$ cat src/hw/rtl/cartridge_header_decoder_unit_assert.svh
// assertion macros for the rtl, included by chd_back
`ifndef CARTRIDGE_HEADER_DECODER_UNIT_ASSERT_SVH
`define CARTRIDGE_HEADER_DECODER_UNIT_ASSERT_SVH

// same-cycle implication
`define CHD_ASSERT_NOW(label, ante, cons) \
  label: assert property (@(posedge clk_i) disable iff (!rst_ni) (ante) |-> (cons)) \
    else $error("chd assertion failed");

// next-cycle implication
`define CHD_ASSERT_NEXT(label, ante, cons) \
  label: assert property (@(posedge clk_i) disable iff (!rst_ni) (ante) |=> (cons)) \
    else $error("chd assertion failed");

`endif

$ cat src/hw/rtl/chd_pkg.sv
package chd_pkg;

  localparam logic [8:0] TITLE_FIRST = 9'h134;
  localparam logic [8:0] TITLE_LAST  = 9'h143;
  localparam logic [8:0] FOURTH_POS  = 9'h137;
  localparam logic [8:0] COLOUR_POS  = 9'h143;
  localparam logic [8:0] SUPER_POS   = 9'h146;
  localparam logic [8:0] TYPE_POS    = 9'h147;
  localparam logic [8:0] ROMSZ_POS   = 9'h148;
  localparam logic [8:0] RAMSZ_POS   = 9'h149;

  localparam int unsigned QDEPTH = 2;
  localparam int unsigned QPTR_W = $clog2(QDEPTH);

  localparam int unsigned SUM_KEY_CNT = 79;
  localparam int unsigned LETTER_CNT  = 29;
  localparam int unsigned PAL_CNT     = 94;
  localparam logic [6:0]  SPLIT_FROM  = 7'h41;
  localparam logic [6:0]  SPLIT_STEP  = 7'd14;

  localparam logic [1:0] MACH_MONO   = 2'd0;
  localparam logic [1:0] MACH_COLOUR = 2'd1;
  localparam logic [1:0] MACH_SUPER  = 2'd2;

  localparam logic [3:0] CTRL_NONE  = 4'd0;
  localparam logic [3:0] CTRL_MBC1  = 4'd1;
  localparam logic [3:0] CTRL_MBC2  = 4'd2;
  localparam logic [3:0] CTRL_MBC3  = 4'd3;
  localparam logic [3:0] CTRL_MBC5  = 4'd4;
  localparam logic [3:0] CTRL_MBC6  = 4'd5;
  localparam logic [3:0] CTRL_MBC7  = 4'd6;
  localparam logic [3:0] CTRL_HUC1  = 4'd7;
  localparam logic [3:0] CTRL_HUC3  = 4'd8;
  localparam logic [3:0] CTRL_MMM01 = 4'd9;

  localparam logic [7:0] COLOUR_ONLY  = 8'hC0;
  localparam logic [7:0] COLOUR_DUAL  = 8'h80;
  localparam logic [7:0] SUPER_ON     = 8'h03;
  localparam logic [7:0] ROM_CODE_MAX = 8'd8;
  localparam logic [7:0] ROM_ALT_LO   = 8'h52;
  localparam logic [7:0] ROM_ALT_HI   = 8'h54;
  localparam logic [7:0] ROM_ALT_BANKS_CODE = 8'd6;
  localparam logic [7:0] RAM_CODE_CNT = 8'd6;

  typedef struct packed {
    logic [7:0] title_sum;
    logic [7:0] fourth_char;
    logic [7:0] colour_flag;
    logic [7:0] super_flag;
    logic [7:0] type_code;
    logic [7:0] rom_code;
    logic [7:0] ram_code;
  } hdr_t;

  typedef struct packed {
    logic full;
    logic empty;
  } q_stat_t;

  localparam logic [7:0] SUM_KEYS [SUM_KEY_CNT] = '{
    8'h00, 8'h88, 8'h16, 8'h36, 8'hD1, 8'hDB, 8'hF2, 8'h3C, 8'h8C, 8'h92, 8'h3D, 8'h5C,
    8'h58, 8'hC9, 8'h3E, 8'h70, 8'h1D, 8'h59, 8'h69, 8'h19, 8'h35, 8'hA8, 8'h14, 8'hAA,
    8'h75, 8'h95, 8'h99, 8'h34, 8'h6F, 8'h15, 8'hFF, 8'h97, 8'h4B, 8'h90, 8'h17, 8'h10,
    8'h39, 8'hF7, 8'hF6, 8'hA2, 8'h49, 8'h4E, 8'h43, 8'h68, 8'hE0, 8'h8B, 8'hF0, 8'hCE,
    8'h0C, 8'h29, 8'hE8, 8'hB7, 8'h86, 8'h9A, 8'h52, 8'h01, 8'h9D, 8'h71, 8'h9C, 8'hBD,
    8'h5D, 8'h6D, 8'h67, 8'h3F, 8'h6B, 8'hB3, 8'h46, 8'h28, 8'hA5, 8'hC6, 8'hD3, 8'h27,
    8'h61, 8'h18, 8'h66, 8'h6A, 8'hBF, 8'h0D, 8'hF4
  };

  localparam logic [7:0] FOURTH_LETTERS [LETTER_CNT] = '{
    8'h42, 8'h45, 8'h46, 8'h41, 8'h41, 8'h52, 8'h42, 8'h45,
    8'h4B, 8'h45, 8'h4B, 8'h20, 8'h52, 8'h2D, 8'h55, 8'h52,
    8'h41, 8'h52, 8'h20, 8'h49, 8'h4E, 8'h41, 8'h49, 8'h4C,
    8'h49, 8'h43, 8'h45, 8'h20, 8'h52
  };

  localparam logic [7:0] PALETTE_CODES [PAL_CNT] = '{
    8'h7C, 8'h08, 8'h12, 8'hA3, 8'hA2, 8'h07, 8'h87, 8'h4B, 8'h20, 8'h12, 8'h65, 8'hA8,
    8'h16, 8'hA9, 8'h86, 8'hB1, 8'h68, 8'hA0, 8'h87, 8'h66, 8'h12, 8'hA1, 8'h30, 8'h3C,
    8'h12, 8'h85, 8'h12, 8'h64, 8'h1B, 8'h07, 8'h06, 8'h6F, 8'h6E, 8'h6E, 8'hAE, 8'hAF,
    8'h6F, 8'hB2, 8'hAF, 8'hB2, 8'hA8, 8'hAB, 8'h6F, 8'hAF, 8'h86, 8'hAE, 8'hA2, 8'hA2,
    8'h12, 8'hAF, 8'h13, 8'h12, 8'hA1, 8'h6E, 8'hAF, 8'hAF, 8'hAD, 8'h06, 8'h4C, 8'h6E,
    8'hAF, 8'hAF, 8'h12, 8'h7C, 8'hAC, 8'hA8, 8'h6A, 8'h6E, 8'h13, 8'hA0, 8'h2D, 8'hA8,
    8'h2B, 8'hAC, 8'h64, 8'hAC, 8'h6D, 8'h87, 8'hBC, 8'h60, 8'hB4, 8'h13, 8'h72, 8'h7C,
    8'hB5, 8'hAE, 8'hAE, 8'h7C, 8'h7C, 8'h65, 8'hA2, 8'h6C, 8'h64, 8'h85
  };

  localparam logic [4:0] RAM_BANKS [6] = '{5'd1, 5'd1, 5'd1, 5'd4, 5'd16, 5'd8};

  typedef logic [6:0] sum_idx_tab_t [256];

  // first matching key index for every sum, 0 when absent
  function automatic sum_idx_tab_t build_sum_idx();
    sum_idx_tab_t tab;
    for (int s = 0; s < 256; s++) begin
      tab[s] = 7'd0;
    end
    for (int k = SUM_KEY_CNT - 1; k >= 0; k--) begin
      tab[SUM_KEYS[k]] = 7'(k);
    end
    return tab;
  endfunction

  localparam sum_idx_tab_t SUM_IDX = build_sum_idx();

endpackage

$ cat src/hw/rtl/cartridge_header_decoder_unit.sv
// the last byte pushes a header into the two-entry queue, which lets bytes of the next
// header flow while a result waits; ST_IDLE pops one header at a time, ST_LOOK
// registers its result, ST_OUT offers it; one byte per cycle while the queue has room
// reset: rst_ni low clears the captured header, the queue and the output valid
module cartridge_header_decoder_unit (
  input  logic        clk_i,
  input  logic        rst_ni,
  input  logic        s_axis_tvalid_i,
  output logic        s_axis_tready_o,
  input  logic [23:0] s_axis_tdata_i,  // offset[8:0], header_byte[16:9], zero pad
  input  logic        s_axis_tlast_i,
  output logic        m_axis_tvalid_o,
  input  logic        m_axis_tready_i,
  // status[0], machine_kind[2:1], controller_kind[6:3], rom_banks[16:7],
  // ram_banks[21:17], ram_code_bad[22], battery[23], clock_chip[24], rumble[25],
  // tilt_sensor[26], palette_info[34:27], zero pad
  output logic [39:0] m_axis_tdata_o
);

  logic             accept;
  logic             push;
  chd_pkg::hdr_t    push_data;
  chd_pkg::hdr_t    pop_data;
  logic             pop;
  chd_pkg::q_stat_t q_stat;

  logic       status;
  logic [1:0] machine_kind;
  logic [3:0] controller_kind;
  logic [9:0] rom_banks;
  logic [4:0] ram_banks;
  logic       ram_code_bad, battery, clock_chip, rumble, tilt_sensor;
  logic [7:0] palette_info;

  assign s_axis_tready_o = !q_stat.full;
  assign accept          = s_axis_tvalid_i & s_axis_tready_o;

  chd_front u_front (
    .clk_i         (clk_i),
    .rst_ni        (rst_ni),
    .accept_i      (accept),
    .offset_i      (s_axis_tdata_i[8:0]),
    .header_byte_i (s_axis_tdata_i[16:9]),
    .last_i        (s_axis_tlast_i),
    .push_o        (push),
    .push_data_o   (push_data)
  );

  chd_queue u_queue (
    .clk_i       (clk_i),
    .rst_ni      (rst_ni),
    .push_i      (push),
    .push_data_i (push_data),
    .pop_i       (pop),
    .pop_data_o  (pop_data),
    .stat_o      (q_stat)
  );

  chd_back u_back (
    .clk_i             (clk_i),
    .rst_ni            (rst_ni),
    .stat_i            (q_stat),
    .data_i            (pop_data),
    .pop_o             (pop),
    .m_tvalid_o        (m_axis_tvalid_o),
    .m_tready_i        (m_axis_tready_i),
    .status_o          (status),
    .machine_kind_o    (machine_kind),
    .controller_kind_o (controller_kind),
    .rom_banks_o       (rom_banks),
    .ram_banks_o       (ram_banks),
    .ram_code_bad_o    (ram_code_bad),
    .battery_o         (battery),
    .clock_chip_o      (clock_chip),
    .rumble_o          (rumble),
    .tilt_sensor_o     (tilt_sensor),
    .palette_info_o    (palette_info)
  );

  assign m_axis_tdata_o = {5'd0, palette_info, tilt_sensor, rumble, clock_chip, battery,
                           ram_code_bad, ram_banks, rom_banks, controller_kind,
                           machine_kind, status};

endmodule

$ cat src/hw/rtl/chd_front.sv
module chd_front (
  input  logic         clk_i,
  input  logic         rst_ni,
  input  logic         accept_i,
  input  logic [8:0]   offset_i,
  input  logic [7:0]   header_byte_i,
  input  logic         last_i,
  output logic         push_o,
  output chd_pkg::hdr_t push_data_o
);

  chd_pkg::hdr_t hdr_q, hdr_d;

  always_comb begin
    hdr_d = hdr_q;
    if (offset_i >= chd_pkg::TITLE_FIRST && offset_i <= chd_pkg::TITLE_LAST) begin
      hdr_d.title_sum = hdr_q.title_sum + header_byte_i;
    end
    if (offset_i == chd_pkg::FOURTH_POS) hdr_d.fourth_char = header_byte_i;
    if (offset_i == chd_pkg::COLOUR_POS) hdr_d.colour_flag = header_byte_i;
    if (offset_i == chd_pkg::SUPER_POS)  hdr_d.super_flag  = header_byte_i;
    if (offset_i == chd_pkg::TYPE_POS)   hdr_d.type_code   = header_byte_i;
    if (offset_i == chd_pkg::ROMSZ_POS)  hdr_d.rom_code    = header_byte_i;
    if (offset_i == chd_pkg::RAMSZ_POS)  hdr_d.ram_code    = header_byte_i;
  end

  always_ff @(posedge clk_i or negedge rst_ni) begin
    if (!rst_ni) begin
      hdr_q <= '0;
    end else if (accept_i) begin
      if (last_i) begin
        hdr_q <= '0;
      end else begin
        hdr_q <= hdr_d;
      end
    end
  end

  assign push_o      = accept_i & last_i;
  assign push_data_o = hdr_d;

endmodule

$ cat src/hw/rtl/chd_queue.sv
module chd_queue (
  input  logic            clk_i,
  input  logic            rst_ni,
  input  logic            push_i,
  input  chd_pkg::hdr_t   push_data_i,
  input  logic            pop_i,
  output chd_pkg::hdr_t   pop_data_o,
  output chd_pkg::q_stat_t stat_o
);

  localparam logic [chd_pkg::QPTR_W:0] FULL_CNT = (chd_pkg::QPTR_W + 1)'(chd_pkg::QDEPTH);

  chd_pkg::hdr_t mem_q [chd_pkg::QDEPTH];
  logic [chd_pkg::QPTR_W-1:0] wr_ptr_q, rd_ptr_q;
  logic [chd_pkg::QPTR_W:0]   cnt_q;

  always_ff @(posedge clk_i) begin
    if (push_i) begin
      mem_q[wr_ptr_q] <= push_data_i;
    end
  end

  always_ff @(posedge clk_i or negedge rst_ni) begin
    if (!rst_ni) begin
      wr_ptr_q <= '0;
      rd_ptr_q <= '0;
      cnt_q    <= '0;
    end else begin
      if (push_i) wr_ptr_q <= wr_ptr_q + 1'b1;
      if (pop_i)  rd_ptr_q <= rd_ptr_q + 1'b1;
      if (push_i && !pop_i) begin
        cnt_q <= cnt_q + 1'b1;
      end else if (pop_i && !push_i) begin
        cnt_q <= cnt_q - 1'b1;
      end
    end
  end

  assign pop_data_o   = mem_q[rd_ptr_q];
  assign stat_o.full  = (cnt_q == FULL_CNT);
  assign stat_o.empty = (cnt_q == '0);

endmodule

$ cat src/hw/rtl/chd_back.sv
`include "cartridge_header_decoder_unit_assert.svh"

module chd_back (
  input  logic             clk_i,
  input  logic             rst_ni,
  input  chd_pkg::q_stat_t stat_i,
  input  chd_pkg::hdr_t    data_i,
  output logic             pop_o,
  output logic             m_tvalid_o,
  input  logic             m_tready_i,
  output logic             status_o,
  output logic [1:0]       machine_kind_o,
  output logic [3:0]       controller_kind_o,
  output logic [9:0]       rom_banks_o,
  output logic [4:0]       ram_banks_o,
  output logic             ram_code_bad_o,
  output logic             battery_o,
  output logic             clock_chip_o,
  output logic             rumble_o,
  output logic             tilt_sensor_o,
  output logic [7:0]       palette_info_o
);

  typedef enum logic [2:0] {
    ST_IDLE = 3'b001,
    ST_LOOK = 3'b010,
    ST_OUT  = 3'b100
  } state_e;

  state_e state_q, state_d;
  chd_pkg::hdr_t hdr_q;
  logic [6:0] idx_q;

  logic        status_d;
  logic [1:0]  machine_d;
  logic [3:0]  ctrl_d;
  logic [9:0]  rom_d;
  logic [4:0]  ram_d;
  logic        bad_d, batt_d, clk_d, rumble_d, tilt_d;
  logic [7:0]  pal_d;
  logic [4:0]  li;
  logic [6:0]  step;
  logic [6:0]  chosen;
  logic [7:0]  t;

  always_comb begin
    state_d = state_q;
    pop_o   = 1'b0;
    case (state_q)
      ST_IDLE: begin
        if (!stat_i.empty) begin
          pop_o   = 1'b1;
          state_d = ST_LOOK;
        end
      end
      ST_LOOK: state_d = ST_OUT;
      ST_OUT: begin
        if (m_tready_i) state_d = ST_IDLE;
      end
      default: state_d = ST_IDLE;
    endcase
  end

  // palette choice from the key index and the fourth title character
  always_comb begin
    li   = 5'(idx_q - chd_pkg::SPLIT_FROM);
    step = 7'd0;
    if (idx_q >= chd_pkg::SPLIT_FROM) begin
      if (chd_pkg::FOURTH_LETTERS[li] == hdr_q.fourth_char) begin
        step = 7'd0;
      end else if (chd_pkg::FOURTH_LETTERS[5'(li + 5'(chd_pkg::SPLIT_STEP))]
                   == hdr_q.fourth_char) begin
        step = chd_pkg::SPLIT_STEP;
      end else if (li == 5'd0 && chd_pkg::FOURTH_LETTERS[chd_pkg::LETTER_CNT - 1]
                   == hdr_q.fourth_char) begin
        step = 7'(2 * chd_pkg::SPLIT_STEP);
      end
    end
    chosen = idx_q + step;
    if (chosen >= 7'(chd_pkg::PAL_CNT)) chosen = 7'd0;
  end

  always_comb begin
    t         = hdr_q.type_code;
    status_d  = 1'b0;
    rom_d     = 10'd0;
    if (hdr_q.rom_code <= chd_pkg::ROM_CODE_MAX) begin
      rom_d = 10'd2 << hdr_q.rom_code[3:0];
    end else if (hdr_q.rom_code >= chd_pkg::ROM_ALT_LO &&
                 hdr_q.rom_code <= chd_pkg::ROM_ALT_HI) begin
      rom_d = 10'd2 << chd_pkg::ROM_ALT_BANKS_CODE[3:0];
    end else begin
      status_d = 1'b1;
    end

    if (hdr_q.ram_code < chd_pkg::RAM_CODE_CNT) begin
      ram_d = chd_pkg::RAM_BANKS[hdr_q.ram_code[2:0]];
      bad_d = 1'b0;
    end else begin
      ram_d = 5'd1;
      bad_d = 1'b1;
    end

    if (hdr_q.colour_flag == chd_pkg::COLOUR_DUAL ||
        hdr_q.colour_flag == chd_pkg::COLOUR_ONLY) begin
      machine_d = chd_pkg::MACH_COLOUR;
    end else if (hdr_q.super_flag == chd_pkg::SUPER_ON) begin
      machine_d = chd_pkg::MACH_SUPER;
    end else begin
      machine_d = chd_pkg::MACH_MONO;
    end

    case (t) inside
      [8'd1:8'd3]:   ctrl_d = chd_pkg::CTRL_MBC1;
      [8'd5:8'd6]:   ctrl_d = chd_pkg::CTRL_MBC2;
      [8'd11:8'd13]: ctrl_d = chd_pkg::CTRL_MMM01;
      [8'd15:8'd19]: ctrl_d = chd_pkg::CTRL_MBC3;
      [8'd25:8'd30]: ctrl_d = chd_pkg::CTRL_MBC5;
      8'd32:         ctrl_d = chd_pkg::CTRL_MBC6;
      8'd34:         ctrl_d = chd_pkg::CTRL_MBC7;
      8'd254:        ctrl_d = chd_pkg::CTRL_HUC3;
      8'd255:        ctrl_d = chd_pkg::CTRL_HUC1;
      default:       ctrl_d = chd_pkg::CTRL_NONE;
    endcase

    batt_d   = t inside {8'd3, 8'd6, 8'd9, 8'd13, 8'd15, 8'd16, 8'd19, 8'd27, 8'd30,
                         8'd255};
    clk_d    = t inside {8'd15, 8'd16};
    rumble_d = t inside {8'd28, 8'd29, 8'd30};
    tilt_d   = (t == 8'd34);
    pal_d    = (machine_d == chd_pkg::MACH_COLOUR) ? 8'd0 :
               chd_pkg::PALETTE_CODES[chosen];

    if (status_d) begin
      machine_d = chd_pkg::MACH_MONO;
      ctrl_d    = chd_pkg::CTRL_NONE;
      ram_d     = 5'd0;
      bad_d     = 1'b0;
      batt_d    = 1'b0;
      clk_d     = 1'b0;
      rumble_d  = 1'b0;
      tilt_d    = 1'b0;
      pal_d     = 8'd0;
    end
  end

  always_ff @(posedge clk_i or negedge rst_ni) begin
    if (!rst_ni) begin
      state_q <= ST_IDLE;
    end else begin
      state_q <= state_d;
    end
  end

  always_ff @(posedge clk_i) begin
    if (pop_o) begin
      hdr_q <= data_i;
      idx_q <= chd_pkg::SUM_IDX[data_i.title_sum];
    end
    if (state_q == ST_LOOK) begin
      status_o          <= status_d;
      machine_kind_o    <= machine_d;
      controller_kind_o <= ctrl_d;
      rom_banks_o       <= rom_d;
      ram_banks_o       <= ram_d;
      ram_code_bad_o    <= bad_d;
      battery_o         <= batt_d;
      clock_chip_o      <= clk_d;
      rumble_o          <= rumble_d;
      tilt_sensor_o     <= tilt_d;
      palette_info_o    <= pal_d;
    end
  end

  assign m_tvalid_o = (state_q == ST_OUT);

  `CHD_ASSERT_NOW(a_pop_nonempty, pop_o, !stat_i.empty)
  `CHD_ASSERT_NEXT(a_look_then_out, state_q == ST_LOOK, m_tvalid_o)
  `CHD_ASSERT_NOW(a_err_zero, m_tvalid_o && status_o,
                  rom_banks_o == 10'd0 && ram_banks_o == 5'd0 && palette_info_o == 8'd0)
  `CHD_ASSERT_NOW(a_bad_one_bank, m_tvalid_o && ram_code_bad_o, ram_banks_o == 5'd1)

endmodule
$ cat config.mk
export PLATFORM = sky130hd
export DESIGN_NAME = cartridge_header_decoder_unit
export DESIGN_NICKNAME = d
export VERILOG_FILES = /design/src/hw/rtl/chd_pkg.sv /design/src/hw/rtl/cartridge_header_decoder_unit.sv /design/src/hw/rtl/chd_front.sv /design/src/hw/rtl/chd_queue.sv /design/src/hw/rtl/chd_back.sv
export VERILOG_INCLUDE_DIRS = /design/src /design/src/hw/rtl
export SDC_FILE = /design/constraint.sdc
export NUM_CORES = 1
export LEC_CHECK = 0
export ABC_CLOCK_PERIOD_IN_PS = 10100
export BUFFER_PORTS_ARGS = -buffer_cell sky130_fd_sc_hd__buf_4
export CORE_MARGIN = 1.5
export CORE_UTILIZATION = 50
export DETAILED_ROUTE_END_ITERATION = 16
export PLACE_DENSITY = 0.68
export SLEW_MARGIN = 20
export SYNTH_ARGS = -nofsm -noshare
export SYNTH_HDL_FRONTEND = slang
export SYNTH_SLANG_ARGS = --single-unit
$ cat constraint.sdc
create_clock -name clk_i -period 10.1 [get_ports clk_i]
set_clock_uncertainty 0.1 [all_clocks]
set_input_delay 1.515 -clock clk_i [delete_from_list [all_inputs] [get_ports clk_i]]
set_output_delay 1.515 -clock clk_i [all_outputs]
set_load 0.005 [all_outputs]
-- Word-level counts from Yosys, hierarchy flattened
Memories as Yosys holds them, arrays and structs flattened. A register that Yosys moved wholly into a read port is not among the register bits.
Cells that the tools add are included.
- register bits: 138
- bits in writable memories: 112
- ROM bits: 3368
- output and inout bits: 42
- word-level logic and storage cells: 180
- memories kept: 6
- memory list (name ; words ; width ; rd ports ; clocked after Yosys merged registers in ; write ports ; line ; RTL):
    (name not given) ; 256 ; 7 ; 1 ; 1 ; 0 ; chd_back.sv:158 ; idx_q <= chd_pkg::SUM_IDX[data_i.title_sum];
    (name not given) ; 128 ; 8 ; 1 ; 1 ; 0 ; chd_back.sv:132 ; chd_pkg::PALETTE_CODES[chosen];
    (name not given) ; 32 ; 8 ; 1 ; 0 ; 0 ; chd_back.sv:69 ; if (chd_pkg::FOURTH_LETTERS[li] == hdr_q.fourth_char) begin
    (name not given) ; 32 ; 8 ; 1 ; 0 ; 0 ; chd_back.sv:71 ; end else if (chd_pkg::FOURTH_LETTERS[5'(li + 5'(chd_pkg::SPLIT_STEP))]
    u_queue.mem_q ; 2 ; 56 ; 1 ; 0 ; 1 ; chd_queue.sv:13 ; chd_pkg::hdr_t mem_q [chd_pkg::QDEPTH];
    (name not given) ; 8 ; 5 ; 1 ; 0 ; 0 ; chd_back.sv:97 ; ram_d = chd_pkg::RAM_BANKS[hdr_q.ram_code[2:0]];
- $add $sub $neg: 8
- magnitude comparators: 21
- equality and inequality tests: 34
- shifts and indexed selects: 1
- mux-type cells: 45
- bitwise logic cells: 8
- reductions and logical operators: 26
- operators with widths (kind ; count):
    two-way mux 8 bit ; 12
    two-way mux 56 bit ; 1
    == test 9 bit (second input constant) ; 6
    == test 8 x 5 -> 1 bit (second input constant) ; 6
    == test 8 bit (second input constant) ; 4
    two-way mux 7 bit ; 4
    == test 8 x 4 -> 1 bit (second input constant) ; 3
    two-way mux 4 bit ; 6
    == test 8 x 2 -> 1 bit (second input constant) ; 2
    == test 8 x 6 -> 1 bit (second input constant) ; 2
    == test 8 bit ; 2
    >= comparator 8 x 4 -> 1 bit (second input constant) ; 2
    <= comparator 8 x 4 -> 1 bit (second input constant) ; 2
    <= comparator 8 x 5 -> 1 bit (second input constant) ; 2
    two-way mux 5 bit ; 3
    >= comparator 7 bit (second input constant) ; 2
    >= comparator 6 bit (second input constant) ; 2
    inverter 5 -> 6 bit ; 2
    logical AND 1 bit ; 10
    two-way mux 10 bit ; 1
    two-way mux 2 bit ; 5
    nonzero test 10 bit ; 1
    << shifter 2 x 4 -> 10 bit (first input constant) ; 1
    >= comparator 9 bit (second input constant) ; 1
    other kinds (44) ; 61

-- Longest topological paths before layout
Gate-level depths: netlist (run 1).
- word-level depth: 14
- depth in mapped cells: 36
- depth with buffers taken out: 32

-- Hierarchy
From an unflattened synthesis (run 1), not the netlist that was laid out.
- cells, all modules: 1482
- area total of the unflattened synthesis: 15678.8 um^2
- modules (own cells, without submodules) (module ; instances ; cells an instance ; area an instance (um^2) ; seq. area each (um^2)):
    chd_back ; 1 ; 920 ; 7786.2 ; 2688.8
    chd_queue ; 1 ; 190 ; 4347.9 ; 3463.3
    chd_front ; 1 ; 358 ; 3448.3 ; 1401.3
    cartridge_header_decoder_unit ; 1 ; 14 ; 96.3 ; 0.0

-- Least setup slack after synthesis (run 1)
No wires, ideal clock.
- path kind: register to register
- from: reg u_back.idx_q[0]
- to: reg u_back.palette_info_o[0], data pin
- library setup time: 0.261 ns
- arrival: 7.287 ns
- data required time: 9.739 ns
- path slack: 2.452 ns
- cell stages (with the launch flop): 33
- path through: edfxtp_1 buf_4 inv_1 ha_1 inv_1 ha_1 clkbuf_1 clkinv_1 ha_1 xor2_1 xor2_1 clkbuf_8 nand3_1 a21oi_1 a221oi_2 xnor2_1 or4_4 a21oi_1 ha_1 a21oi_1 o211ai_1 a211oi_2 nor2_1 clkbuf_1 nor2_1 inv_1 ha_1 and2_1 or3_1 o31a_1 o211ai_1 a21oi_1 a221o_1
- word-level cells in the longest chain between the ends: 14
- ends and longest elaborated chain (element ; line ; RTL):
    start, declared ; chd_back.sv:32 ; logic [6:0] idx_q;
    subtractor 5 x 1 -> 5 bit ; chd_back.sv:66 ; li = 5'(idx_q - chd_pkg::SPLIT_FROM);
    adder 5 x 4 -> 5 bit ; chd_back.sv:71 ;
    inverter 5 -> 6 bit (not written as such) ; chd_back.sv:71 ;
    memory read (32 x 8 bit) ; -- ;
    two-way mux 8 bit (not written as such) (2 in series) ; chd_back.sv:71 ;
    == test 8 bit ; chd_back.sv:72 ; == hdr_q.fourth_char) begin
    two-way mux 7 bit ; chd_back.sv:71 ;
    two-way mux 7 bit ; chd_back.sv:69 ;
    two-way mux 7 bit ; chd_back.sv:68 ; if (idx_q >= chd_pkg::SPLIT_FROM) begin
    adder 7 bit (*) ; chd_back.sv:79 ; chosen = idx_q + step;
    >= comparator 7 bit ; chd_back.sv:80 ; if (chosen >= 7'(chd_pkg::PAL_CNT)) chosen = 7'd0;
    two-way mux 7 bit (*) ; chd_back.sv:80 ;
    inverter 7 -> 8 bit (not written as such) (*) ; chd_back.sv:132 ;
    end, declared ; chd_back.sv:21 ; output logic [7:0] palette_info_o
Mark *: on every way between the ends. The rest lies on a longest branch, timed or not. The select of a mux whose other input is x is not followed.
A chain may end at the register's enable or synchronous reset.

-- Worst setup path in the final report (run 1)
- from: reg u_back.idx_q[1]
- to: reg u_back.palette_info_o[0], data pin
Same word-level chain as after synthesis.

==> impl_metrics.tcl, run 1 <==
set metrics [dict create \
    nFillCells 2429 \
    die_w_um 174 \
    reg2regPathDepth 30 \
    cp.depth 30 \
    synth_cells 1341 \
    critPathKind "reg2reg" \
    diodes 0 \
    yosys.area.top_type "edfxtp_1" \
    peakVddDrop_mv 0.290 \
    cts_setup_buffers 0 \
    grt_setup_unrepaired "false" \
    swShare_pct 43.2 \
    grt_pass1_wl_mm 55.7 \
    drv_slew 0 \
    clock_sinks 259 \
    grt_pass1_vias 10428 \
    ys_seq_area_share_pct 51.1 \
    ys_async_sr_fraction_pct 23.9 \
    ant_nets 0 \
    endpoint_kind "flip-flop" \
    fin_crit_ps 8950 \
    worst_path_largest_cell_delay_ps 630 \
    io_pins 71 \
    synth.most_common_cell "edfxtp_1" \
    vias 11024 \
    setup_viol 0 \
    start_kind "flip-flop" \
    p_int_mw 3.00 \
    critical_path.slowest_cell "ha_1" \
    crit_family "simple AND/OR/NAND/NOR gates" \
    grtUsageTotal_pct 22.6 \
    fin_crit_sh_pct 88.6 \
    grt_max_degree 63 \
    wl_per_cell_um 19.8 \
    cts_buffers 26 \
    first_iter_violations 1230 \
    ys_ff_latch 259 \
    num_rows 62 \
    worst_slew_pin_slew_ps 953 \
    synth_top_cell_area_share_pct 40.4 \
    cts_hold_buf 0 \
    dp.final_hpwl_mm 21.9 \
    synth_area_um2 14600 \
    clock_latency_ps 520 \
    initial_core_util_pct 50.8 \
    synth-edff-count 197 \
    cpMostUsedCell "ha_1" \
    finish.utilization_pct 56.3 \
    p_per_area_nw_per_um2 326 \
    cts_resized 0 \
    clock.fmax_mhz 112 \
    fin_ws_ps 1150 \
    dpl_worst_slack_ps 1270 \
    clk_path_buf_depth 3 \
    p_seq_share_pct 30.5 \
    grt.overflow.total 0 \
    synth_area_leaders "edfxtp_1 (40%), dfrtp_1 (10%), mux2_2 (8.2%)" \
    clk_pin_slew_ps 60 \
    leakagePower_nw 6.04 \
    core_um2 28800 \
    yosysWarnings 0 \
    ys_types 84 \
    vias_per_cell 6.26 \
    gp_congestion 0.953 \
    pwr-share-comb_pct 51.4 \
    htree_levels 1 \
    relSlewSlack_pct 36.4 \
    clock_power_share_pct 18.1 \
    switchingPower_mw 2.28 \
    max_cap_viol_count 0 \
    fin_tns_setup_ps 0 \
    worstPathArrival_ps 9100 \
    root_buffer "clkbuf_16" \
    layout.nets 1429 \
    antenna_found_initial 0 \
    area_delta_synth_final_pct 10.8 \
    crit_buf_inv 5 \
    synth_top_flop_cell "edfxtp_1" \
    worstHoldPathCells 1 \
    wirelength_mm 34.8 \
    fp.dieH_um 174 \
    synthTopCellsByCount "edfxtp_1 (197), nand2_1 (111), mux2_2 (106), nor2_1 (99), a21oi_1 (95)" \
    outcome "finished clean" \
    worstPathRequired_ps 10250 \
    postSynthAreaPerCell_um2 10.9 \
    hold_viol 0 \
    drive_gt1_share_pct 18.5 \
    dieArea_um2 30300 \
    drc 0 \
    worstPathMaxFanout 17 \
    cts_tree "done" \
    firstDrtPassIters 7 \
    io_buffers 56 \
    hp-class "reg2reg" \
]
## metal layers
metal / up-vias / global-route usage (%) / routed length [um]
li1: 5116 / - / -
met1: 5376 / 32.1 / 15700
met2: 461 / 35.9 / 16000
met3: 71 / 3.70 / 2320
met4: 0 / 6.21 / 803
met5: - / 0 / 0
## cells by family (layout without fill, tap and decap cells)
logic type | Yosys count | count (layout) | share of synthesized area, %
adders and majority gates | 45 | 45 | 3.94
muxes | 119 | 119 | 9.05
xor gates and xnor gates | 41 | 41 | 2.51
AOI/OAI and AO/OA | 376 | 376 | 17.3
DFF | 259 | 259 | 51.1
buffers and inverters | 129 | 158 | 3.93
and+or+nand+nor | 371 | 371 | 12.1
other | 1 | 7 | 0.0256
## layout make-up
| cell class | count | area, um^2 | share of cell area [%] |
|---|---|---|---|
| flip-flops and latches | 259 | 7470 | 46.1 |
| multi-input cells | 959 | 6660 | 41.1 |
| clock buffers | 37 | 733 | 4.53 |
| repair buffers | 85 | 638 | 3.94 |
| well taps | 384 | 480 | 2.97 |
| clock inverters | 11 | 124 | 0.765 |
| inverters | 25 | 93.8 | 0.579 |
## path summary, 6_finish.rpt
kind	startpoint	endpoint	slack, ps
max	u_back.idx_q[1]	u_back.palette_info_o[0]	1150
min	u_queue.cnt_q[1]	u_queue.cnt_q[1]	400
max reg2reg	u_back.idx_q[1]	u_back.palette_info_o[0]	1150
min reg2reg	u_queue.cnt_q[1]	u_queue.cnt_q[1]	400
max in group asynchronous	rst_ni	u_queue.rd_ptr_q	8270
min in group asynchronous	rst_ni	u_back.state_q[2]	1010
## flip-flops by register name (all words and copies together) (netlist names)
register and count:
u_back.palette_info_o 8, u_back.battery_o 1, u_back.status_o 1, u_back.ram_code_bad_o 1, u_queue.mem_q 110, u_back.hdr_q 39
u_queue.rd_ptr_q 1, u_back.t 8, u_back.controller_kind_o 4, u_back.rom_banks_o 9, u_back.tilt_sensor_o 1, u_queue.wr_ptr_q 1
u_front.hdr_q 55, u_back.clock_chip_o 1, u_back.idx_q 7, u_back.rumble_o 1, u_back.ram_banks_o 4, u_back.machine_kind_o 2
u_queue.cnt_q 2, u_back.state_q 3
## power by group through the flow
stage	registers (mW)	logic, mW	clock network [mW]
2_1_floorplan	1.55	2.06	0
3_3_place_gp	1.62	2.64	0
3_5_place_dp	1.63	2.65	0
5_1_grt	1.64	2.96	1.01
4_1_cts	1.61	2.66	0.974
6_report	1.61	2.71	0.952
## layout by cell type, fill, tap and decap left out, drive strengths merged, types with 33 or more instances in the layout
cell type	synthesis	routed
clkbuf	77	37
ha	42	42
mux2	106	106
nand3	33	33
o21ai	76	76
buf	27	85
edfxtp	197	197
a22o	54	54
nor2	99	99
nand2	111	111
nor3	40	40
a21oi	95	95
dfrtp	61	61
## metrics by stage
step,std cells,instance area (um^2),total power [mW],hold slack [ps]
after floorplan,1347,14600,3.61,361
after global placement,1712,15300,4.26,382
after detailed placement,1712,15300,4.27,386
after CTS,1760,16200,5.24,403
after global routing,1760,16200,5.61,419
final,1760,16200,5.27,398
(Power assumes the default switching activity.)
==> inputs of run 2 (changes only) <==
--- a/config.mk
+++ b/config.mk
@@ -6,6 +6,7 @@
 export SDC_FILE = /design/constraint.sdc
 export NUM_CORES = 1
 export LEC_CHECK = 0
+export ABC_AREA = 1
 export ABC_CLOCK_PERIOD_IN_PS = 10100
 export BUFFER_PORTS_ARGS = -buffer_cell sky130_fd_sc_hd__buf_4
 export CORE_MARGIN = 1.5
==> run 2 against run 1 <==
Clock power decreased by 5.0%; setup slack improved by 950 ps; register-to-register slack improved by 950 ps; global-route usage increased by 0.96 points; synthesized cell count increased by 34%; non-clock buffer count decreased by 20; wire length increased by 5.7%; hold slack got worse by 23 ps; critical path type unchanged.
==> impl_metrics.tcl, run 2 <==
set metrics [dict create \
    synth-edff-count 197 \
    reg2regPathDepth 38 \
    num_rows 62 \
    gp_congestion 0.935 \
    finish.utilization_pct 56.1 \
    area_delta_synth_final_pct 9.35 \
    core_um2 28900 \
    ys_seq_area_share_pct 50.4 \
    clock_sinks 259 \
    outcome "finished clean" \
    drc 0 \
    final_cell_area_um2 16200 \
    diodes 0 \
    antenna_found_initial 0 \
    drive_gt1_share_pct 7.63 \
    ant_nets 0 \
    max_cap_viol_count 0 \
    firstDrtPassIters 6 \
    htree_levels 1 \
    fin_crit_ps 8000 \
    grtUsageTotal_pct 23.6 \
    mostFrequentLayoutCells "nand2_1 (487), inv_1 (238), edfxtp_1 (197), nor2_1 (148), nand3_1 (139)" \
    worstPathRequired_ps 10250 \
    wl_per_cell_um 16.6 \
    vias_per_cell 5.58 \
    critPathKind "reg2reg" \
    leakagePower_nw 7.42 \
    first_iter_violations 1403 \
    worstHoldEndpoint "u_queue.cnt_q[0]" \
    layout.nets 1890 \
    pwr-share-comb_pct 53.3 \
    peakVddDrop_mv 0.203 \
    reg2reg_from "u_back.idx_q[0]" \
    place_area_um2 15400 \
    relSlewSlack_pct 31.7 \
    switchingPower_mw 2.57 \
    p_per_area_nw_per_um2 334 \
    grt_setup_unrepaired "false" \
    fin_crit_sh_pct 79.2 \
    yosys.area.top_type "edfxtp_1" \
    synthTopCellsByCount "nand2_1 (487), inv_1 (239), edfxtp_1 (197), nor2_1 (151), nand3_1 (139)" \
    worstHoldPathCells 1 \
    synth_area_leaders "edfxtp_1 (40%), nand2_1 (12%), dfrtp_1 (10%)" \
    die_w_um 175 \
    ys_ff_latch 259 \
    clock_power_share_pct 16.7 \
    hold_viol 0 \
    swShare_pct 47.5 \
    fin_ws_ps 2100 \
    cpMostUsedCell "nand2_1" \
    reg_top3 "u_queue.mem_q (110), u_front.hdr_q (55), u_back.hdr_q (39)" \
    cts_resized 0 \
    worst_slew_pin_slew_ps 1020 \
    fp.dieH_um 175 \
    synth_top_cell_area_share_pct 39.9 \
    largest_reg_flops 110 \
    cts_buffers 25 \
    cts_hold_buf 0 \
    r2r_slack_ps 2100 \
    initial_core_util_pct 51.3 \
    grt.overflow.total 0 \
    dieArea_um2 30700 \
    reg2reg_to "u_back.palette_info_o[7]" \
    clock_latency_ps 530 \
    worst_path_largest_cell_delay_ps 920 \
    io_pins 71 \
    wirelength_mm 36.8 \
    synth.most_common_cell "nand2_1" \
    regArea_um2 7470 \
    fin_tns_setup_ps 0 \
    dp.final_hpwl_mm 24.5 \
    postSynthAreaPerCell_um2 8.26 \
    synth_top_flop_cell "edfxtp_1" \
    synth_cells 1796 \
    ys_types 58 \
    drv_slew 0 \
    worstPathArrival_ps 8150 \
    setup_viol 0 \
    cts_tree "done" \
    worstPathMaxFanout 21 \
    fin_total_pwr_mw 5.41 \
    hp-class "reg2reg" \
    cts_setup_buffers 0 \
    multiInputGateArea_um2 6050 \
    clk_pin_slew_ps 70 \
    start_kind "flip-flop" \
    final_common_cell "nand2_1" \
    endpoint_kind "flip-flop" \
    clk_path_buf_depth 3 \
    nFillCells 2640 \
    largest-register "u_queue.mem_q" \
    clock.fmax_mhz 125 \
    grt_pass1_vias 11442 \
    critical_path.slowest_cell "fa_1" \
    synth_area_um2 14800 \
    p_seq_share_pct 30.0 \
    ys_async_sr_fraction_pct 23.9 \
    yosysWarnings 0 \
    grt_pass1_wl_mm 58.3 \
    p_int_mw 2.84 \
    hp-start "u_queue.cnt_q[0]" \
    root_buffer "clkbuf_16" \
    grt_max_degree 63 \
    dpl_worst_slack_ps 2320 \
    io_buffers 56 \
    vias 12383 \
]
-- run 2: changes by cell type in the layout (fill, tap and decap cells not counted), moves of 36 or more --
| cell | previous run | this run |
|---|---|---|
| o22ai_1 | 16 | 52 |
| a22o_1 | 54 | 0 |
| inv_1 | 23 | 238 |
| nand2_1 | 110 | 487 |
| mux2_2 | 106 | 0 |
| nor2_1 | 97 | 148 |
| nand3_1 | 32 | 139 |
-- run 2: kinds of logic (layout without fill, tap and decap cells) --
group,Yosys count,in the layout,share of synthesized area (%)
xor gates and xnor gates,9,9,0.784
and+or+nand+nor,853,853,24.0
AOI/OAI and AO/OA,301,301,11.9
adders and majority gates,44,44,3.81
other,1,7,0.0253
DFF,259,259,50.4
buffers and inverters,329,363,9.16
-- run 2: power by group through the flow --
stage               combinational [mW]  sequential, mW  clock (mW)
global placement                  2.84            1.64           0
detailed placement                2.81            1.64           0
CTS                               2.83            1.62       0.918
floorplan                         2.15            1.60           0
finish                            2.89            1.62       0.904
global route                      3.23            1.64       0.959
-- run 2: how the worst max path moves through the flow --
stage,from,end,slack (ps),cells past startpoint
6_report,u_back.idx_q[0],u_back.palette_info_o[7],2100,38
5_1_grt,u_back.idx_q[1],u_back.palette_info_o[7],1330,38
4_1_cts,u_back.idx_q[0],u_back.palette_info_o[7],2270,38
3_5_place_dp,u_back.idx_q[0],u_back.palette_info_o[7],2320,38
3_3_place_gp,u_back.idx_q[0],u_back.palette_info_o[7],2280,38
2_1_floorplan,u_back.idx_q[0],u_back.palette_info_o[7],4330,41
-- run 2: critical path, delay by kind of cell (launching register included) --
kind | cells | cell delay [ps]
AND/OR/NAND/NOR | 22 | 2340
adder cells (fa/ha/maj) | 6 | 2930
AO/OA/AOI/OAI | 3 | 490
flip-flops | 1 | 580
buffers and inverters | 7 | 1280
-- run 2: final cells by class --
class,instances,share of cell area (%)
Sequential cell,259,46.1
Multi-Input combinational cell,1214,37.3
Inverter,252,5.85
Clock buffer,34,4.13
Timing Repair Buffer,65,3.01
Tap cell,384,2.96
Clock inverter,12,0.725
-- run 2: metal layers --
layer  part of all wire [%]  vias up  wire (um)  track usage, %
li1                       -     6019          -               -
met1                     46     5750      16800            33.9
met2                     45      544      16500            37.8
met3                    7.2       70       2660            3.05
met4                    2.2        0        804            6.13
met5                      0        -          0               0
-- run 2: metrics by stage --
step / hold WS, ps / instances
final: 375 / 2220
after global routing: 384 / 2220
after CTS: 379 / 2220
after detailed placement: 364 / 2174
after global placement: 363 / 2174
after floorplan: 346 / 1802
==> inputs of run 3 (changes only) <==
--- a/config.mk
+++ b/config.mk
@@ -7,7 +7,7 @@
 export NUM_CORES = 1
 export LEC_CHECK = 0
 export ABC_AREA = 1
-export ABC_CLOCK_PERIOD_IN_PS = 10100
+export ABC_CLOCK_PERIOD_IN_PS = 7760
 export BUFFER_PORTS_ARGS = -buffer_cell sky130_fd_sc_hd__buf_4
 export CORE_MARGIN = 1.5
 export CORE_UTILIZATION = 50
==> constraint.sdc (replaced) <==
create_clock -name clk_i -period 7.76 [get_ports clk_i]
set_clock_uncertainty 0.1 [all_clocks]
set_input_delay 1.164 -clock clk_i [delete_from_list [all_inputs] [get_ports clk_i]]
set_output_delay 1.164 -clock clk_i [all_outputs]
set_load 0.005 [all_outputs]
==> run 3 against run 2 <==
Count of clock-buffer cells in the layout down 2; hold slack better by 3.7 ps; setup slack worse by 1100 ps.
==> impl_metrics.tcl, run 3 (synthesis results as in run 2) <==
set metrics [dict create \
    outcome "finished clean" \
    cts_tree "done" \
    initial_core_util_pct 51.3 \
    cpMostUsedCell "nand2_1" \
    grt_use_met3_pct 3.02 \
    clock.fmax_mhz 149 \
    hp-class "reg2reg" \
    worstPathArrival_ps 6980 \
    dieArea_um2 30700 \
    grt_setup_unrepaired "false" \
    fin_tns_setup_ps 0 \
    clk_pin_slew_ps 60 \
    layout.nets 1903 \
    wl_per_cell_um 16.2 \
    worst_path_largest_cell_delay_ps 570 \
    first_iter_violations 1362 \
    die_w_um 175 \
    grt_pass1_wl_mm 58.6 \
    reg_top3 "u_queue.mem_q (110), u_front.hdr_q (55), u_back.hdr_q (39)" \
    dp_cells 2185 \
    clk_path_buf_depth 3 \
    cts_buffers 27 \
    use_met2_pct 38.7 \
    grt_busiest_layer "met2" \
    ant_nets 0 \
    grt.overflow.total 0 \
    cts_resized 0 \
    max_cap_viol_count 0 \
    firstDrtPassIters 5 \
    io_buffers 56 \
    drv_slew 0 \
    num_rows 62 \
    setup_viol 0 \
    clock_sinks 259 \
    leakagePower_nw 7.53 \
    largest_reg_flops 110 \
    finalNonFillerCells 2235 \
    vias 12423 \
    area_delta_synth_final_pct 10.6 \
    critPathKind "reg2reg" \
    gp_congestion 0.962 \
    drc 0 \
    htree_levels 1 \
    worst_slew_pin_slew_ps 1050 \
    cts_hold_buf 0 \
    start_kind "flip-flop" \
    hold_viol 0 \
    relSlewSlack_pct 29.9 \
    peakVddDrop_mv 0.283 \
    nFillCells 2546 \
    wirelength_mm 36.3 \
    endpoint_kind "flip-flop" \
    worstPathRequired_ps 8030 \
    critical_path.slowest_cell "ha_1" \
    grt_pass1_vias 11697 \
    clock_latency_ps 540 \
    grt_max_degree 63 \
    mostFrequentLayoutCells "nand2_1 (487), inv_1 (238), edfxtp_1 (197), nor2_1 (148), nand3_1 (139)" \
    cts_setup_buffers 0 \
    antenna_found_initial 0 \
    vias_per_cell 5.56 \
    worstPathMaxFanout 21 \
    drive_gt1_share_pct 8.59 \
    fin_total_pwr_mw 7.18 \
    p_per_area_nw_per_um2 438 \
    grtUsageTotal_pct 23.6 \
    largest-register "u_queue.mem_q" \
    met1_usage_pct 32.9 \
    root_buffer "clkbuf_16" \
    core_um2 28900 \
    final_common_cell "nand2_1" \
    io_pins 71 \
    reg2regPathDepth 37 \
    diodes 0 \
    fin_crit_sh_pct 86.5 \
    whs_ps 379 \
    dp.final_hpwl_mm 24.2 \
    finish.utilization_pct 56.7 \
    fp.dieH_um 175 \
    worstHoldPathCells 1 \
    fin_crit_ps 6710 \
]
## run 3: cell types whose count changed in the layout (fill, tap and decap cells not counted), moves of 2 or more
cell	delta
clkbuf_1	-6
clkinv_2	+5
clkbuf_16	+2
clkinv_1	+2
clkinvlp_4	-2
clkbuf_8	+2
buf_4	+10
## run 3: cell type report
| cell class | count | area, um^2 | share of cell area, % |
|---|---|---|---|
| Sequential cell | 259 | 7470 | 45.6 |
| Multi-Input combinational cell | 1214 | 6050 | 36.9 |
| Inverter | 252 | 948 | 5.78 |
| Clock buffer | 32 | 724 | 4.42 |
| Timing Repair Buffer | 76 | 583 | 3.56 |
| Tap cell | 384 | 480 | 2.93 |
| Clock inverter | 18 | 146 | 0.893 |
## run 3: path summary, 6_finish.rpt
kind / startpoint / endpoint / slack (ps)
worst max-delay path: u_back.idx_q[0] / u_back.palette_info_o[1] / 1050
worst max register to register: u_back.idx_q[0] / u_back.palette_info_o[1] / 1050
worst min register to register: u_queue.cnt_q[0] / u_queue.cnt_q[0] / 380
max in group asynchronous: rst_ni / u_front.hdr_q[42] / 6340
worst min-delay path: u_queue.cnt_q[0] / u_queue.cnt_q[0] / 380
min in group asynchronous: rst_ni / u_front.hdr_q[50] / 630
## run 3: per-stage QoR
stage	setup slack, ps	instance area [um^2]
finish	1050	16400
detailed placement	1150	15500
global route	435	16400
CTS	1130	16400
floorplan	1990	14900
global placement	1220	15500
## run 3: layer usage
| metal | wire (um) | part of all wire (%) | vias up |
|---|---|---|---|
| met5 | 0 | 0 | - |
| met2 | 16600 | 46 | 509 |
| met1 | 16400 | 45 | 5786 |
| met4 | 821 | 2.3 | 0 |
| li1 | - | - | 6052 |
| met3 | 2530 | 7.0 | 76 |
## run 3: worst max-delay path, delay by kind of cell (launching register included)
kind                       cells  cell delay (ps)
buffers and inverters          8             1820
adders and majority gates      5             1780
and+or+nand+nor               21             1750
DFF                            1              560
AOI/OAI and AO/OA              3              540
## run 3: power by group
part           total (mW)  internal (mW)  leakage, nW  switching, mW
sequential           2.11           1.93         2.69          0.175
clock                1.25          0.734        0.437          0.520
combinational        3.82           1.16         4.40           2.66
